$ cat config.mk
export PLATFORM = sky130hd
export DESIGN_NAME = line_hit_test_select_unit_flat
export DESIGN_NICKNAME = d
export VERILOG_FILES = /design/src/rtl/lhts_pkg.sv /design/src/rtl/lhts_if.sv /design/src/rtl/lhts_in_stage.sv /design/src/rtl/lhts_tracker.sv /design/src/rtl/lhts_out_stage.sv /design/src/rtl/line_hit_test_select_unit.sv /design/src/flat_wrapper.sv
export SDC_FILE = /design/constraint.sdc
export NUM_CORES = 1
export LEC_CHECK = 0
export BUFFER_PORTS_ARGS = -buffer_cell sky130_fd_sc_hd__buf_2
export CORE_AREA = 2 2 180 182
export CTS_BUF_LIST = sky130_fd_sc_hd__clkbuf_8
export DETAILED_ROUTE_END_ITERATION = 8
export DIE_AREA = 0 0 182 184
export GPL_TIMING_DRIVEN = 0
export REMOVE_ABC_BUFFERS = 1
export SKIP_CTS_REPAIR_TIMING = 1
export SLEW_MARGIN = 15
export SYNTH_ARGS = -nofsm -noshare
export SYNTH_HDL_FRONTEND = slang
export SYNTH_SLANG_ARGS = --single-unit
$ cat constraint.sdc
create_clock -name clk_i -period 11.92 [get_ports clk_i]
set_input_delay 1.788 -clock clk_i [delete_from_list [all_inputs] [get_ports clk_i]]
set_output_delay 1.788 -clock clk_i [all_outputs]
set_load 0.1 [all_outputs]
$ cat src/rtl/lhts_pkg.sv
// ---------------------------------------------------------------------------
// lhts_pkg: shared types and constants of the line hit test select unit
// Default widths, register indexes, reason codes and the stage control bundle.
// ---------------------------------------------------------------------------
package lhts_pkg;

  localparam int CoordBitsDef = 16;
  localparam int LineBitsDef  = 12;
  localparam int CfgIdxBits   = 1;
  localparam int ReasonBits   = 3;

  typedef enum logic [CfgIdxBits-1:0] {
    CFG_POINT_X = 1'b0,
    CFG_POINT_Y = 1'b1
  } cfg_reg_e;

  typedef enum logic [ReasonBits-1:0] {
    RSN_INSIDE    = 3'd0,
    RSN_BESIDE    = 3'd1,
    RSN_BELOW_GAP = 3'd2,
    RSN_BELOW_ALL = 3'd3,
    RSN_NONE      = 3'd4
  } reason_e;

  // control from the input register to the tracker and the result register
  typedef struct packed {
    logic step;
    logic present;
    logic last;
  } lhts_ctl_t;

endpackage

$ cat src/rtl/lhts_if.sv
// ---------------------------------------------------------------------------
// lhts_if: channel interfaces of the line hit test select unit
// Word beat input, result output and configuration write channel.
// ---------------------------------------------------------------------------
interface lhts_word_if #(
  parameter int CoordBits = lhts_pkg::CoordBitsDef,
  parameter int LineBits  = lhts_pkg::LineBitsDef
);
  logic                        valid;
  logic                        ready;
  logic                        present;
  logic signed [LineBits:0]    line;
  logic signed [CoordBits-1:0] box_left;
  logic signed [CoordBits-1:0] box_top;
  logic signed [CoordBits-1:0] box_right;
  logic signed [CoordBits-1:0] box_bottom;
  logic                        last_word;

  modport source (output valid, present, line, box_left, box_top, box_right,
                  box_bottom, last_word, input ready);
  modport sink   (input valid, present, line, box_left, box_top, box_right,
                  box_bottom, last_word, output ready);
endinterface

interface lhts_result_if #(
  parameter int LineBits = lhts_pkg::LineBitsDef
);
  logic                     valid;
  logic                     ready;
  logic signed [LineBits:0] chosen_line;
  lhts_pkg::reason_e        reason;

  modport source (output valid, chosen_line, reason, input ready);
  modport sink   (input valid, chosen_line, reason, output ready);
endinterface

interface lhts_cfg_if #(
  parameter int CoordBits = lhts_pkg::CoordBitsDef
);
  logic                              valid;
  logic                              ready;
  logic [lhts_pkg::CfgIdxBits-1:0]   index;
  logic [CoordBits-1:0]              data;

  modport source (output valid, index, data, input ready);
  modport sink   (input valid, index, data, output ready);
endinterface

$ cat src/rtl/lhts_in_stage.sv
// ---------------------------------------------------------------------------
// lhts_in_stage: input register of the line hit test select unit
// Captures one word beat per cycle, except while a closing beat waits, and hands it to the tracker.
// ---------------------------------------------------------------------------
module lhts_in_stage #(
  parameter int COORD_BITS = lhts_pkg::CoordBitsDef,
  parameter int LINE_BITS  = lhts_pkg::LineBitsDef
) (
  input  logic                         clk_i,
  input  logic                         rst_ni,
  lhts_word_if.sink                    word_i,
  input  logic                         out_free_i,
  output lhts_pkg::lhts_ctl_t          ctl_o,
  output logic signed [LINE_BITS:0]    line_o,
  output logic signed [COORD_BITS-1:0] left_o,
  output logic signed [COORD_BITS-1:0] top_o,
  output logic signed [COORD_BITS-1:0] right_o,
  output logic signed [COORD_BITS-1:0] bottom_o
);
  import lhts_pkg::*;

  logic                         vld_q;
  logic                         present_q;
  logic                         last_q;
  logic signed [LINE_BITS:0]    line_q;
  logic signed [COORD_BITS-1:0] left_q;
  logic signed [COORD_BITS-1:0] top_q;
  logic signed [COORD_BITS-1:0] right_q;
  logic signed [COORD_BITS-1:0] bottom_q;
  logic                         step;
  logic                         take;

  // a closing beat waits here while the result register is full and not taken
  assign step         = vld_q && (!last_q || out_free_i);
  assign word_i.ready = !vld_q || step;
  assign take         = word_i.valid && word_i.ready;

  always_ff @(posedge clk_i or negedge rst_ni) begin
    if (!rst_ni) begin
      vld_q <= 1'b0;
    end else if (word_i.ready) begin
      vld_q <= word_i.valid;
    end
  end

  always_ff @(posedge clk_i) begin
    if (take) begin
      present_q <= word_i.present;
      last_q    <= word_i.last_word;
      line_q    <= word_i.line;
      left_q    <= word_i.box_left;
      top_q     <= word_i.box_top;
      right_q   <= word_i.box_right;
      bottom_q  <= word_i.box_bottom;
    end
  end

  assign ctl_o.step    = step;
  assign ctl_o.present = present_q;
  assign ctl_o.last    = last_q;
  assign line_o        = line_q;
  assign left_o        = left_q;
  assign top_o         = top_q;
  assign right_o       = right_q;
  assign bottom_o      = bottom_q;

endmodule

$ cat src/rtl/lhts_tracker.sv
// ---------------------------------------------------------------------------
// lhts_tracker: candidate tracking of the line hit test select unit
// Holds the point registers and the hit, beside, below and lowest candidates,
// updates them from one word per cycle while the input register steps and forms the answer at list end.
// ---------------------------------------------------------------------------
module lhts_tracker #(
  parameter int COORD_BITS = lhts_pkg::CoordBitsDef,
  parameter int LINE_BITS  = lhts_pkg::LineBitsDef
) (
  input  logic                         clk_i,
  input  logic                         rst_ni,
  lhts_cfg_if.sink                     cfg_i,
  input  lhts_pkg::lhts_ctl_t          ctl_i,
  input  logic signed [LINE_BITS:0]    line_i,
  input  logic signed [COORD_BITS-1:0] left_i,
  input  logic signed [COORD_BITS-1:0] top_i,
  input  logic signed [COORD_BITS-1:0] right_i,
  input  logic signed [COORD_BITS-1:0] bottom_i,
  output logic signed [LINE_BITS:0]    res_line_o,
  output lhts_pkg::reason_e            res_reason_o
);
  import lhts_pkg::*;

  localparam logic [COORD_BITS:0] One = (COORD_BITS+1)'(1);

  logic signed [COORD_BITS-1:0] px_q, py_q;

  logic                         hit_found_q, hit_found_d, hit_found_u;
  logic [LINE_BITS-1:0]         hit_line_q, hit_line_d, hit_line_u;
  logic                         beside_vld_q, beside_vld_d, beside_vld_u;
  logic [LINE_BITS-1:0]         beside_line_q, beside_line_d, beside_line_u;
  logic signed [COORD_BITS-1:0] beside_top_q, beside_top_d, beside_top_u;
  logic                         below_vld_q, below_vld_d, below_vld_u;
  logic [LINE_BITS-1:0]         below_line_q, below_line_d, below_line_u;
  logic signed [COORD_BITS-1:0] below_top_q, below_top_d, below_top_u;
  logic                         lowest_vld_q, lowest_vld_d, lowest_vld_u;
  logic [LINE_BITS-1:0]         lowest_line_q, lowest_line_d, lowest_line_u;
  logic signed [COORD_BITS-1:0] lowest_top_q, lowest_top_d, lowest_top_u;

  logic [COORD_BITS:0]  left_x, top_x, right_x, bottom_x;
  logic                 is_null, word_ok, in_span, in_x;
  logic [LINE_BITS-1:0] word_line;
  logic                 clear;

  // point registers
  assign cfg_i.ready = 1'b1;

  always_ff @(posedge clk_i or negedge rst_ni) begin
    if (!rst_ni) begin
      px_q <= '0;
      py_q <= '0;
    end else if (cfg_i.valid) begin
      unique case (cfg_reg_e'(cfg_i.index))
        CFG_POINT_X: px_q <= cfg_i.data;
        CFG_POINT_Y: py_q <= cfg_i.data;
        default: ;
      endcase
    end
  end

  // null box test one bit wider so that left minus one cannot wrap
  assign left_x    = {left_i[COORD_BITS-1], left_i};
  assign top_x     = {top_i[COORD_BITS-1], top_i};
  assign right_x   = {right_i[COORD_BITS-1], right_i};
  assign bottom_x  = {bottom_i[COORD_BITS-1], bottom_i};
  assign is_null   = (right_x == left_x - One) && (bottom_x == top_x - One);
  assign word_ok   = ctl_i.present && !line_i[LINE_BITS] && !is_null;
  assign word_line = line_i[LINE_BITS-1:0];
  assign in_span   = (py_q >= top_i) && (py_q <= bottom_i);
  assign in_x      = (px_q >= left_i) && (px_q <= right_i);
  assign clear     = ctl_i.step && ctl_i.last;

  always_comb begin
    hit_found_u   = hit_found_q;
    hit_line_u    = hit_line_q;
    beside_vld_u  = beside_vld_q;
    beside_line_u = beside_line_q;
    beside_top_u  = beside_top_q;
    below_vld_u   = below_vld_q;
    below_line_u  = below_line_q;
    below_top_u   = below_top_q;
    lowest_vld_u  = lowest_vld_q;
    lowest_line_u = lowest_line_q;
    lowest_top_u  = lowest_top_q;
    if (word_ok) begin
      if (!lowest_vld_q || top_i > lowest_top_q) begin
        lowest_vld_u  = 1'b1;
        lowest_line_u = word_line;
        lowest_top_u  = top_i;
      end
      if (!hit_found_q) begin
        priority if (in_span && in_x) begin
          hit_found_u = 1'b1;
          hit_line_u  = word_line;
        end else if (in_span) begin
          if (!beside_vld_q || top_i < beside_top_q) begin
            beside_vld_u  = 1'b1;
            beside_line_u = word_line;
            beside_top_u  = top_i;
          end
        end else begin
          if (top_i > py_q && (!below_vld_q || top_i < below_top_q)) begin
            below_vld_u  = 1'b1;
            below_line_u = word_line;
            below_top_u  = top_i;
          end
        end
      end
    end
  end

  // answer includes the closing word itself
  always_comb begin
    priority if (hit_found_u) begin
      res_line_o   = {1'b0, hit_line_u};
      res_reason_o = RSN_INSIDE;
    end else if (beside_vld_u) begin
      res_line_o   = {1'b0, beside_line_u};
      res_reason_o = RSN_BESIDE;
    end else if (below_vld_u) begin
      res_line_o   = {1'b0, below_line_u};
      res_reason_o = RSN_BELOW_GAP;
    end else if (lowest_vld_u) begin
      res_line_o   = {1'b0, lowest_line_u};
      res_reason_o = RSN_BELOW_ALL;
    end else begin
      res_line_o   = '1;
      res_reason_o = RSN_NONE;
    end
  end

  always_comb begin
    hit_found_d   = hit_found_q;
    beside_vld_d  = beside_vld_q;
    below_vld_d   = below_vld_q;
    lowest_vld_d  = lowest_vld_q;
    hit_line_d    = hit_line_q;
    beside_line_d = beside_line_q;
    beside_top_d  = beside_top_q;
    below_line_d  = below_line_q;
    below_top_d   = below_top_q;
    lowest_line_d = lowest_line_q;
    lowest_top_d  = lowest_top_q;
    if (ctl_i.step) begin
      hit_found_d   = hit_found_u && !ctl_i.last;
      beside_vld_d  = beside_vld_u && !ctl_i.last;
      below_vld_d   = below_vld_u && !ctl_i.last;
      lowest_vld_d  = lowest_vld_u && !ctl_i.last;
      hit_line_d    = hit_line_u;
      beside_line_d = beside_line_u;
      beside_top_d  = beside_top_u;
      below_line_d  = below_line_u;
      below_top_d   = below_top_u;
      lowest_line_d = lowest_line_u;
      lowest_top_d  = lowest_top_u;
    end
  end

  always_ff @(posedge clk_i or negedge rst_ni) begin
    if (!rst_ni) begin
      hit_found_q  <= 1'b0;
      beside_vld_q <= 1'b0;
      below_vld_q  <= 1'b0;
      lowest_vld_q <= 1'b0;
    end else begin
      hit_found_q  <= hit_found_d;
      beside_vld_q <= beside_vld_d;
      below_vld_q  <= below_vld_d;
      lowest_vld_q <= lowest_vld_d;
    end
  end

  always_ff @(posedge clk_i) begin
    hit_line_q    <= hit_line_d;
    beside_line_q <= beside_line_d;
    beside_top_q  <= beside_top_d;
    below_line_q  <= below_line_d;
    below_top_q   <= below_top_d;
    lowest_line_q <= lowest_line_d;
    lowest_top_q  <= lowest_top_d;
  end

  // every candidate list ends with all candidates dropped
  a_clear_on_last: assert property (@(posedge clk_i) disable iff (!rst_ni)
    clear |=> !hit_found_q && !beside_vld_q && !below_vld_q && !lowest_vld_q)
    else $error("candidates survive the end of a list");

  // a hit stays until the list closes
  a_hit_sticky: assert property (@(posedge clk_i) disable iff (!rst_ni)
    hit_found_q && !clear |=> hit_found_q)
    else $error("hit dropped inside a list");

  // any usable word also feeds the lowest candidate
  a_lowest_covers: assert property (@(posedge clk_i) disable iff (!rst_ni)
    hit_found_q || beside_vld_q || below_vld_q |-> lowest_vld_q)
    else $error("candidate held without a lowest candidate");

  // once hit, the beside and below candidates are frozen
  a_hit_freezes: assert property (@(posedge clk_i) disable iff (!rst_ni)
    hit_found_q && !clear |=> $stable(beside_vld_q) && $stable(below_vld_q))
    else $error("fallback candidate changed after a hit");

endmodule

$ cat src/rtl/lhts_out_stage.sv
// ---------------------------------------------------------------------------
// lhts_out_stage: result register of the line hit test select unit
// Holds one answer until the sink takes it.
// ---------------------------------------------------------------------------
module lhts_out_stage #(
  parameter int LINE_BITS = lhts_pkg::LineBitsDef
) (
  input  logic                      clk_i,
  input  logic                      rst_ni,
  input  lhts_pkg::lhts_ctl_t       ctl_i,
  input  logic signed [LINE_BITS:0] res_line_i,
  input  lhts_pkg::reason_e         res_reason_i,
  output logic                      out_free_o,
  lhts_result_if.source             res_o
);
  import lhts_pkg::*;

  logic                      valid_q, valid_d;
  logic signed [LINE_BITS:0] line_q;
  reason_e                   reason_q;
  logic                      load;

  assign load       = ctl_i.step && ctl_i.last;
  assign out_free_o = !valid_q || res_o.ready;

  always_comb begin
    valid_d = valid_q;
    if (load) begin
      valid_d = 1'b1;
    end else if (res_o.ready) begin
      valid_d = 1'b0;
    end
  end

  always_ff @(posedge clk_i or negedge rst_ni) begin
    if (!rst_ni) begin
      valid_q <= 1'b0;
    end else begin
      valid_q <= valid_d;
    end
  end

  always_ff @(posedge clk_i) begin
    if (load) begin
      line_q   <= res_line_i;
      reason_q <= res_reason_i;
    end
  end

  assign res_o.valid       = valid_q;
  assign res_o.chosen_line = line_q;
  assign res_o.reason      = reason_q;

endmodule

$ cat src/rtl/line_hit_test_select_unit.sv
// ---------------------------------------------------------------------------
// line_hit_test_select_unit: picks the text line a configured point selects
// Streams word boxes, tracks hit / beside / below / lowest candidates and
// answers once per list on its closing beat.
// ---------------------------------------------------------------------------
//  channel  | dir | payload                                         | beat
//  in_i     | in  | present line box_left/top/right/bottom last_word | one word
//  out_o    | out | chosen_line reason                              | one answer
//  cfg_i    | in  | index data (point_x, point_y)                   | one write
//
// one word beat per cycle, except while a closing beat waits; input register, then the candidate
// compare into the state and result registers
// the answer of a taken closing beat goes from the input register into the result register, which drives out_o
// reset clears the candidates, the point to zero and both valid flags
// a closing beat stalls in the input register only while out_o holds an
// answer that is not taken; other beats keep flowing
// ---------------------------------------------------------------------------
module line_hit_test_select_unit #(
  parameter int COORD_BITS = lhts_pkg::CoordBitsDef,
  parameter int LINE_BITS  = lhts_pkg::LineBitsDef
) (
  input  logic          clk_i,
  input  logic          rst_ni,
  lhts_word_if.sink     in_i,
  lhts_result_if.source out_o,
  lhts_cfg_if.sink      cfg_i
);
  import lhts_pkg::*;

  lhts_ctl_t                    ctl;
  logic                         out_free;
  logic signed [LINE_BITS:0]    s1_line;
  logic signed [COORD_BITS-1:0] s1_left, s1_top, s1_right, s1_bottom;
  logic signed [LINE_BITS:0]    res_line;
  reason_e                      res_reason;

  lhts_in_stage #(
    .COORD_BITS(COORD_BITS),
    .LINE_BITS (LINE_BITS)
  ) u_in (
    .clk_i     (clk_i),
    .rst_ni    (rst_ni),
    .word_i    (in_i),
    .out_free_i(out_free),
    .ctl_o     (ctl),
    .line_o    (s1_line),
    .left_o    (s1_left),
    .top_o     (s1_top),
    .right_o   (s1_right),
    .bottom_o  (s1_bottom)
  );

  lhts_tracker #(
    .COORD_BITS(COORD_BITS),
    .LINE_BITS (LINE_BITS)
  ) u_track (
    .clk_i       (clk_i),
    .rst_ni      (rst_ni),
    .cfg_i       (cfg_i),
    .ctl_i       (ctl),
    .line_i      (s1_line),
    .left_i      (s1_left),
    .top_i       (s1_top),
    .right_i     (s1_right),
    .bottom_i    (s1_bottom),
    .res_line_o  (res_line),
    .res_reason_o(res_reason)
  );

  lhts_out_stage #(
    .LINE_BITS(LINE_BITS)
  ) u_out (
    .clk_i       (clk_i),
    .rst_ni      (rst_ni),
    .ctl_i       (ctl),
    .res_line_i  (res_line),
    .res_reason_i(res_reason),
    .out_free_o  (out_free),
    .res_o       (out_o)
  );

endmodule
$ cat src/flat_wrapper.sv
// flat-port wrapper written by rule: the top's interface ports become plain ports
module line_hit_test_select_unit_flat import lhts_pkg::*;
#(
  parameter int COORD_BITS = lhts_pkg::CoordBitsDef,
  parameter int LINE_BITS  = lhts_pkg::LineBitsDef
)
  (clk_i, rst_ni, in_i_valid, in_i_present, in_i_line, in_i_box_left, in_i_box_top, in_i_box_right, in_i_box_bottom, in_i_last_word, in_i_ready, out_o_valid, out_o_chosen_line, out_o_reason, out_o_ready, cfg_i_valid, cfg_i_index, cfg_i_data, cfg_i_ready);
  lhts_word_if in_i_i ();
  lhts_result_if out_o_i ();
  lhts_cfg_if cfg_i_i ();
  input  logic clk_i;
  input  logic rst_ni;
  input wire logic [$bits(in_i_i.valid)-1:0] in_i_valid;
  input wire logic [$bits(in_i_i.present)-1:0] in_i_present;
  input wire logic [$bits(in_i_i.line)-1:0] in_i_line;
  input wire logic [$bits(in_i_i.box_left)-1:0] in_i_box_left;
  input wire logic [$bits(in_i_i.box_top)-1:0] in_i_box_top;
  input wire logic [$bits(in_i_i.box_right)-1:0] in_i_box_right;
  input wire logic [$bits(in_i_i.box_bottom)-1:0] in_i_box_bottom;
  input wire logic [$bits(in_i_i.last_word)-1:0] in_i_last_word;
  output wire logic [$bits(in_i_i.ready)-1:0] in_i_ready;
  output wire logic [$bits(out_o_i.valid)-1:0] out_o_valid;
  output wire logic [$bits(out_o_i.chosen_line)-1:0] out_o_chosen_line;
  output wire logic [$bits(out_o_i.reason)-1:0] out_o_reason;
  input wire logic [$bits(out_o_i.ready)-1:0] out_o_ready;
  input wire logic [$bits(cfg_i_i.valid)-1:0] cfg_i_valid;
  input wire logic [$bits(cfg_i_i.index)-1:0] cfg_i_index;
  input wire logic [$bits(cfg_i_i.data)-1:0] cfg_i_data;
  output wire logic [$bits(cfg_i_i.ready)-1:0] cfg_i_ready;
  assign in_i_i.valid = in_i_valid;
  assign in_i_i.present = in_i_present;
  assign in_i_i.line = in_i_line;
  assign in_i_i.box_left = in_i_box_left;
  assign in_i_i.box_top = in_i_box_top;
  assign in_i_i.box_right = in_i_box_right;
  assign in_i_i.box_bottom = in_i_box_bottom;
  assign in_i_i.last_word = in_i_last_word;
  assign in_i_ready = in_i_i.ready;
  assign out_o_valid = out_o_i.valid;
  assign out_o_chosen_line = out_o_i.chosen_line;
  assign out_o_reason = out_o_i.reason;
  assign out_o_i.ready = out_o_ready;
  assign cfg_i_i.valid = cfg_i_valid;
  assign cfg_i_i.index = cfg_i_index;
  assign cfg_i_i.data = cfg_i_data;
  assign cfg_i_ready = cfg_i_i.ready;
  line_hit_test_select_unit #(.COORD_BITS(COORD_BITS), .LINE_BITS(LINE_BITS)) u_core (.clk_i(clk_i), .rst_ni(rst_ni), .in_i(in_i_i), .out_o(out_o_i), .cfg_i(cfg_i_i));
endmodule
# ---- Word level (Yosys, flattened, before mapping)
# Cells that the tools add are included.
dict set report totals {
  input_bits 101
  word_cells 118
  out_inout_bits 19
  reg_bits 229
}
dict set report op_classes {
  muxes 39
  eq_ne 2
  n_lt_le_gt_ge 8
  n_addsub 2
  bitwise 4
  reduce_logical 36
}
# cell count
set ops {}
lappend ops {{$mux W12} 18}
lappend ops {{$eq A17 B17 Y1} 2}
lappend ops {{$sub A16 B2 Y17 const B} 2}
lappend ops {{$ge A16 B16 Y1} 2}
lappend ops {{$gt A16 B16 Y1} 2}
lappend ops {{$le A16 B16 Y1} 2}
lappend ops {{$lt A16 B16 Y1} 2}
lappend ops {{$mux W1} 18}
lappend ops {{$logic_and A1 B1 Y1} 14}
lappend ops {{$mux W13} 1}
lappend ops {{$reduce_and A6 Y1} 2}
lappend ops {{$logic_not A1 Y1} 8}
lappend ops {{$logic_or A1 B1 Y1} 6}
lappend ops {{$not A1 Y1} 4}
lappend ops {{$reduce_and A2 Y1} 2}
lappend ops {{$mux W3} 1}
lappend ops {{$reduce_and A3 Y1} 1}
lappend ops {{$reduce_or A3 Y1} 1}
lappend ops {{$mux W2} 1}
lappend ops {{$reduce_bool A2 Y1} 1}
lappend ops {{$reduce_or A2 Y1} 1}

# ---- Logic depth before layout (Yosys ltp)
# Gate-level depths: netlist of run 1.
dict set report depth {
  depth_word 11
  ltp_mapped 15
}

# ---- Modules after synthesis
# Synthesis of run 1 repeated with hierarchy kept, for this count alone.
dict set report hier_totals {
  hier_cells 1125
  hier_area_um2 12901.1
}
# module seq_area_each_um2 area_per_inst_um2 instances cells_each
set by_module_without_submodules {}
lappend by_module_without_submodules {lhts_tracker 3783.6 9893.2 1 1017}
lappend by_module_without_submodules {lhts_in_stage 2397.3 2466.1 1 88}
lappend by_module_without_submodules {lhts_out_stage 505.5 541.8 1 20}

# ---- Worst setup path after synthesis of run 1
# No wires, ideal clock.
dict set report synth_path {
  kind {input to register}
  from {input port out_o_ready}
  to {register u_core.u_in.bottom_q[0] (netlist: u_core.u_in.bottom_o[0]), enable pin}
  required_time_ns 11.475
  arrival_ns 4.541
  setup_slack_ns 6.934
  stages 2
  setup_time_ns 0.445
  path_cell_list {nand4b_1 and2_1}
}
dict set report synth_between {
  elab_chain_cells 5
}
# element line_no
set synth_lines {}
lappend synth_lines {{start, declared} flat_wrapper.sv:25} ;# input wire logic [$bits(out_o_i.ready)-1:0] out_o_ready;
lappend synth_lines {{$logic_or A1 B1 Y1} lhts_out_stage.sv:24} ;# assign out_free_o = !valid_q || res_o.ready;
lappend synth_lines {{$logic_or A1 B1 Y1} lhts_in_stage.sv:34} ;# assign step = vld_q && (!last_q || out_free_i);
lappend synth_lines {{$logic_and A1 B1 Y1} lhts_in_stage.sv:34}
lappend synth_lines {{$logic_or A1 B1 Y1} lhts_in_stage.sv:35} ;# assign word_i.ready = !vld_q || step;
lappend synth_lines {{$logic_and A1 B1 Y1} lhts_in_stage.sv:36} ;# assign take = word_i.valid && word_i.ready;
lappend synth_lines {{net u_core.u_in.take} lhts_in_stage.sv:31} ;# logic take;
lappend synth_lines {{end signal, assigned} lhts_in_stage.sv:54} ;# bottom_q <= word_i.box_bottom;
lappend synth_lines {{end, declared} lhts_in_stage.sv:29} ;# logic signed [COORD_BITS-1:0] bottom_q;
# The timed path passes the listed nets, and every way through them passes these cells.
# A chain may end at the register's enable or synchronous reset.

# ---- Final worst setup path of run 1
dict set report layout_path {
  from {register u_core.u_in.top_q[0] (netlist: u_core.u_in.top_o[0])}
  to {register u_core.u_out.line_q[10] (netlist: u_core.u_out.res_o.chosen_line[10]), data pin}
}
dict set report layout_between {
  elab_chain_cells 11
}
# element line_no
set layout_lines {}
lappend layout_lines {{start, declared} lhts_in_stage.sv:27} ;# logic signed [COORD_BITS-1:0] top_q;
lappend layout_lines {{start signal, assigned} lhts_in_stage.sv:52} ;# top_q <= word_i.box_top;
lappend layout_lines {{parallel branches: the longest is 10 deep, another holds $sub A16 B2 Y17} n/a}
lappend layout_lines {{$mux W12 *} lhts_tracker.sv:114} ;# priority if (hit_found_u) begin
lappend layout_lines {{net u_core.res_line[10]} line_hit_test_select_unit.sv:34} ;# logic signed [LINE_BITS:0] res_line;
lappend layout_lines {{end signal, assigned} lhts_out_stage.sv:45} ;# line_q <= res_line_i;
lappend layout_lines {{end, declared} lhts_out_stage.sv:19} ;# logic signed [LINE_BITS:0] line_q;
# Mark *: on every way through the listed nets, which the timed path passes.

==> results of run 1 <==
## kinds of logic (layout without fill, tap and decap cells)
kind of cell,Yosys count,in the layout,synth area share
AOI/OAI and AO/OA,209,209,0.120
xor gates and xnor gates,40,40,0.0280
adders and majority gates,112,112,0.112
buffers and inverters,150,312,0.0491
DFF,228,228,0.531
muxes,85,85,0.0760
other,1,1,0.000299
and+or+nand+nor,175,175,0.0839
## Yosys cell counts, drive strengths merged (12+ instances only)
cell type / n
nor4: 13
a221oi: 14
ha: 112
a21o: 16
o21ai: 24
a21oi: 51
mux2: 81
o22ai: 21
nor3: 13
nand2b: 12
xnor2: 29
dfrtp: 38
inv: 120
nand3: 12
nor2: 20
edfxtp: 190
buf: 19
nand2: 26
o211ai: 14
nand4: 13
## critical path, cell delays in order (launching register included)
cell and delay, ns:
edfxtp_1 0.54, inv_1 0.22, ha_1 0.29, nor4b_1 0.44, xnor2_1 0.14, o41ai_1 0.75, o22ai_1 0.25, a2111oi_2 0.61
nand2_1 0.23, a31oi_2 0.84, o221a_2 0.33, a21oi_1 0.04, o22ai_1 0.24
## flip-flops by register name, indices dropped and copies added (netlist names), 2 cells and up
signal and count:
u_core.u_in.right_o 16, u_core.u_track.beside_top_q 16, u_core.u_track.px_q 16, u_core.u_in.bottom_o 16
u_core.u_track.lowest_top_q 16, u_core.u_track.below_top_q 16, u_core.u_track.beside_line_q 12, u_core.u_track.lowest_line_q 12
u_core.u_track.hit_line_q 12, u_core.u_in.left_o 16, u_core.u_out.res_o.chosen_line 13, u_core.u_in.line_o 13
u_core.u_track.py_q 16, u_core.u_in.top_o 16, u_core.u_track.below_line_q 12, u_core.u_out.res_o.reason 2
## path summary, 6_finish.rpt
check                                                           to  slack [ns]               startpoint  cells past startpoint
worst max-delay path            u_core.u_out.res_o.chosen_line[10]        6.82     u_core.u_in.top_o[0]                     12
worst min-delay path                       u_core.u_track.py_q[14]        0.55  u_core.u_track.py_q[14]                      1
worst max register to register  u_core.u_out.res_o.chosen_line[10]        6.82     u_core.u_in.top_o[0]                     12
worst min register to register             u_core.u_track.py_q[14]        0.55  u_core.u_track.py_q[14]                      1
max in group asynchronous              u_core.u_track.lowest_vld_q        9.99                   rst_ni                      1
min in group asynchronous                   u_core.u_track.px_q[0]        1.35                   rst_ni                      1
## where the power goes
group | switching (mW) | leakage [nW] | internal (mW)
clock | 0.315 | 0.432 | 0.368
sequential | 0.0576 | 2.27 | 0.949
combinational | 0.229 | 3.21 | 0.159
## metrics by stage
| stage | utilization | hold WS (ns) | power [mW] | instances |
|---|---|---|---|---|
| 2_1_floorplan | - | 0.496 | 1.29 | 971 |
| 3_3_place_gp | 0.429 | 0.518 | 1.40 | 1491 |
| 3_5_place_dp | 0.431 | 0.538 | 1.41 | 1494 |
| 4_1_cts | 0.455 | 0.552 | 2.10 | 1564 |
| 5_1_grt | 0.456 | 0.576 | 2.19 | 1564 |
| 6_report | 0.456 | 0.547 | 2.08 | 1564 |
## layer usage
layer | part of all wire | GRT usage | up-vias
li1 | - | - | 4100
met1 | 0.46 | 0.224 | 3981
met2 | 0.46 | 0.281 | 187
met3 | 0.048 | 0.0315 | 45
met4 | 0.023 | 0.0558 | 0
met5 | 0 | 0 | -
## final cells by class
class                           instances  area (um2)
Clock buffer                           45         619
Clock inverter                         25         140
Fill cell                            2920       17100
Inverter                              121         454
Multi-Input combinational cell        622        5280
Sequential cell                       228        6660
Tap cell                              402         503
Timing Repair Buffer                  121         649
==> reports/results.txt, run 1 <==
status: finished clean
post-route ant nets: 0
Leak Pwr: 5.91 nW
Congestion Overflow GR: 0
post-synthesis sequential area ratio: 0.531
Post-synth EDFFs: 190
# DRC: 0
# diodes: 0
CTS tree: done
Worst EP arrival: 5.44 ns
Clock Latency Late Sink: 0.55 ns
Setup Skew: 0.0324 ns
critical path required time: 12.26 ns
Port Buffers: 118
Peak VDD IR: 105 uV
# H-tree levels: 2
Synth Flop Type: edfxtp_1
final WL: 28,200 um
vias in the first global route: 8,340
P&R area growth vs syn: 14.1%
Setup Slack @ Placement: 6.56 ns
Starting Density: 0.399
routed len/inst: 18.0 um
Synth async-reset ratio: 0.167
CTS Buf Count: 40
Num Clock Sinks: 228
maximum clock path buffer count: 3
post-synthesis instance area: 12,500 um2
initial antenna violation count: 0
RSZ-0062 raised after global routing: false
commonest non-fill, non-tap cell in the layout: edfxtp_1
min cycle time layout: 5.10 ns
# IOs: 120
Die Area: 33,500 um2
placed cell area: 13,500 um2
Slew @ Worst Pin: 1.02 ns
Avg Vias per Cell: 5.32
Root Buffer Master: clkbuf_8
setup ws final: 6.82 ns
fin area: 14,300 um2
largest net degree at the start of global routing: 62
clk slew on worst S/H paths: 0.06 ns
Die Span X: 182 um
Slew HR: 0.317
share of the synthesized area in the top cell type: 0.455
Setup crit end kind: register
Detailed Routing Iterations Pass 1: 5
Final Cycle Share: 0.428
CP Launch Type: register
largest area contributor in the netlist: edfxtp_1
Final HPWL DP: 20,300 um
Syn Area/Cell: 12.5 um2
PD cells: 145 nW/um2
Setup Viol. Count Final: 0
max-slew violations: 0
share of cells above drive strength 1: 0.244
max capacitance violation total: 0
worst hold path type: reg -> reg
GRT Overall Usage: 0.169
Cells after Synth: 1,000
fmax: 196 MHz
first-pass GRT wire length: 44,400 um
FP Rows: 65
CP Max Fanout: 13
Initial DRC Count: 609
core area: 31,400 um2
most frequent cells in the layout: edfxtp_1, inv_1, buf_2
Die Y: 184 um
CP Class: reg -> reg
Hold Vio Cnt, Final: 0
net count reported at finish: 1,347
Setup TNS Final: 0 ns
Synth cell types: 73
synth warn: 0
synth top area cells: edfxtp_1, ha_1, dfrtp_1
placer congestion estimate: 0.804
Via Count: 8,313
Yosys reg bits: 228
No activity file was read; power rests on OpenSTA's default activity.
==> inputs of run 2 (changes only) <==
- ABC_AREA: unset -> 1
- CORE_AREA: 2 2 180 182 -> 2 2 186 188
- DIE_AREA: 0 0 182 184 -> 0 0 188 190
- clock period: 11.92 -> 5.1 ns (I/O delays scaled with it)
==> run 2 against run 1 <==
  * Clock power up 150%
  * Sequential share of layout area down 2.7 points
  * Design area up 6.1%
  * Synthesized cell count up 52%
  * Flip-flop and latch count unchanged
  * Via count up 24%
  * Largest cell class unchanged
  * Highest routed layer unchanged
  * Register-to-register slack worse by 6.2 ns
==> reports/results.txt, run 2 <==
post-route ant nets: 0 (unchanged)
CP Class: reg -> reg
Synth cell types: 41 (-44%)
Cells after Synth: 1,522 (+52%)
Starting Density: 0.392 (-0.00675)
maximum clock path buffer count: 3 (unchanged)
Initial DRC Count: 624 (+2.5%)
P&R area growth vs syn: 13.9%
initial antenna violation count: 0 (unchanged)
largest net degree at the start of global routing: 64 (+3.2%)
critical path required time: 5.41 ns (-6.85 ns)
FP Rows: 68 (+4.6%)
final WL: 31,300 um (+11%)
min cycle time layout: 4.44 ns (-0.658 ns)
# DRC: 0 (unchanged)
Die Area: 35,700 um2 (+6.7%)
final core occ: 0.447 (-0.00852)
Port Buffers: 118 (unchanged)
Final HPWL DP: 22,500 um (+11%)
Detailed Routing Iterations Pass 1: 5 (unchanged)
post-synthesis instance area: 13,300 um2 (+6.3%)
routed len/inst: 14.7 um (-19%)
CTS tree: done
post-synthesis sequential area ratio: 0.500 (-0.0315)
reg2reg start: u_core.u_in.top_o[11]
fmax: 225 MHz (+15%)
total power: 5.02 mW (+140%)
net count reported at finish: 1,868 (+39%)
Worst EP arrival: 4.75 ns (-0.69 ns)
Setup Skew: 0.0277 ns (-0.00463 ns)
first-pass GRT wire length: 50,800 um (+14%)
largest area contributor in the netlist: edfxtp_1
Synth Flop Type: edfxtp_1
Peak VDD IR: 184 uV (+75%)
commonest non-fill, non-tap cell in the layout: nand2_1
PD cells: 331 nW/um2 (+130%)
Placed Cells: 2,065 (+38%)
Setup Viol. Count Final: 0 (unchanged)
clk slew on worst S/H paths: 0.06 ns (about the same)
most common cell in the synthesized netlist: nand2_1
Reg2Reg Depth: 20 (+8)
Post-synth EDFFs: 190 (unchanged)
Num Clock Sinks: 228 (unchanged)
CP Launch Type: register
Root Buffer Master: clkbuf_8
synth warn: 0 (unchanged)
# IOs: 120 (unchanged)
share of the synthesized area in the top cell type: 0.428 (-0.0270)
slack of the worst reg-to-reg path: 0.66 ns (-6.16 ns)
most frequent cells in the layout: nand2_1, inv_1, edfxtp_1
Synth top cells by count: nand2_1, inv_1, edfxtp_1
Die Y: 190 um (+3.3%)
Final Cycle Share: 0.871 (+0.443)
multi-input logic area: 5660 um2 (+7.2%)
Syn Area/Cell: 8.75 um2 (-30%)
Slew HR: 0.217 (-0.0997)
Hold Vio Cnt, Final: 0 (unchanged)
Slew @ Worst Pin: 1.17 ns (+0.150 ns)
Fillers: 3,266 (+12%)
core area: 33,900 um2 (+8.1%)
Avg Vias per Cell: 4.81 (-9.5%)
setup ws final: 0.658 ns (-6.16 ns)
max capacitance violation total: 0 (unchanged)
Setup TNS Final: 0 ns (unchanged)
Leak Pwr: 7.35 nW (+24%)
placer congestion estimate: 0.877 (+9.1%)
synth top area cells: edfxtp_1, nand2_1, ha_1
CTS Buf Count: 43 (+7.5%)
status: finished clean
vias in the first global route: 9,994 (+20%)
R2R Path End: u_core.u_out.res_o.chosen_line[0]
CP Max Fanout: 13 (unchanged)
# H-tree levels: 2 (unchanged)
max-slew violations: 0 (unchanged)
RSZ-0062 raised after global routing: false
Synth async-reset ratio: 0.167 (unchanged)
Via Count: 10,272 (+24%)
share of cells above drive strength 1: 0.123 (-0.121)
Setup crit end kind: register
FF/Latch Area: 6660 um2 (unchanged)
Die Span X: 188 um (+3.3%)
GRT Overall Usage: 0.179 (+0.00976)
worst hold path type: in -> async
Yosys reg bits: 228 (unchanged)
final std cells w/o fill: 2,136 (+37%)
# diodes: 0 (unchanged)
Setup Slack @ Placement: 0.615 ns (-5.94 ns)
Congestion Overflow GR: 0 (unchanged)
Clock Latency Late Sink: 0.56 ns (about the same)
## run 2: routing by layer
| metal | GRT usage | wire length, um | part of all wire | up-vias |
|---|---|---|---|---|
| met5 | 0 | 0 | 0 | - |
| met4 | 0.0606 | 829 | 0.026 | 0 |
| met3 | 0.0328 | 1890 | 0.060 | 57 |
| met2 | 0.303 | 14600 | 0.47 | 278 |
| met1 | 0.232 | 14000 | 0.45 | 4683 |
| li1 | - | - | - | 5254 |
## run 2: cell families after synthesis
logic type,count (synthesis),synth area share
xor gates and xnor gates,20,0.0131
AOI/OAI and AO/OA,136,0.0550
DFF,228,0.500
other,1,0.000281
buffers and inverters,254,0.0764
adders and majority gates,112,0.105
and+or+nand+nor,771,0.250
## run 2: per-stage QoR
stage | instance area, um2 | hold slack (ns)
5_1_grt | 15200 | 0.360
6_report | 15200 | 0.361
2_1_floorplan | 13100 | 0.453
4_1_cts | 15200 | 0.347
3_3_place_gp | 14300 | 0.474
3_5_place_dp | 14400 | 0.484
## run 2: worst max-delay path: stages (launching register included)
cell and delay (ns):
edfxtp_1 0.60, ha_1 0.40, nand2_1 0.05, inv_1 0.06
nand3_1 0.07, nor2_1 0.22, nand2_1 0.16, nand3_1 0.12
nand2_1 0.05, nor2_1 0.87, nand2_1 0.69, nand2_1 0.20
nand2_1 0.06, nand2_1 0.05, nand2_1 0.06, nand2_1 0.07
nand3_1 0.07, nand3_1 0.19, nand2_1 0.08, nand2_1 0.07
nand2_1 0.06
## run 2: worst max-delay path by stage
stage	from	cells after the start	to
4_1_cts	u_core.u_in.top_o[0]	14	u_core.u_track.beside_top_q[4]
5_1_grt	u_core.u_in.top_o[0]	14	u_core.u_track.beside_top_q[4]
3_3_place_gp	u_core.u_in.top_o[15]	11	u_core.u_track.below_top_q[0]
3_5_place_dp	u_core.u_in.top_o[0]	14	u_core.u_track.beside_top_q[4]
6_report	u_core.u_in.top_o[11]	20	u_core.u_out.res_o.chosen_line[0]
2_1_floorplan	u_core.u_out.res_o.valid	3	u_core.u_in.bottom_o[0]
## run 2: where the power goes
group	internal (mW)	switching, mW	total [mW]
Sequential	2.22	0.120	2.34
Clock	0.938	0.766	1.70
Combinational	0.322	0.660	0.983
## run 2: final cells by class
cell class,count,area share
flip-flops and latches,228,0.439
multi-input cells,1040,0.373
inverters,220,0.0547
repair buffers,122,0.0435
clock buffers,47,0.0426
well taps,455,0.0375
clock inverters,24,0.00998
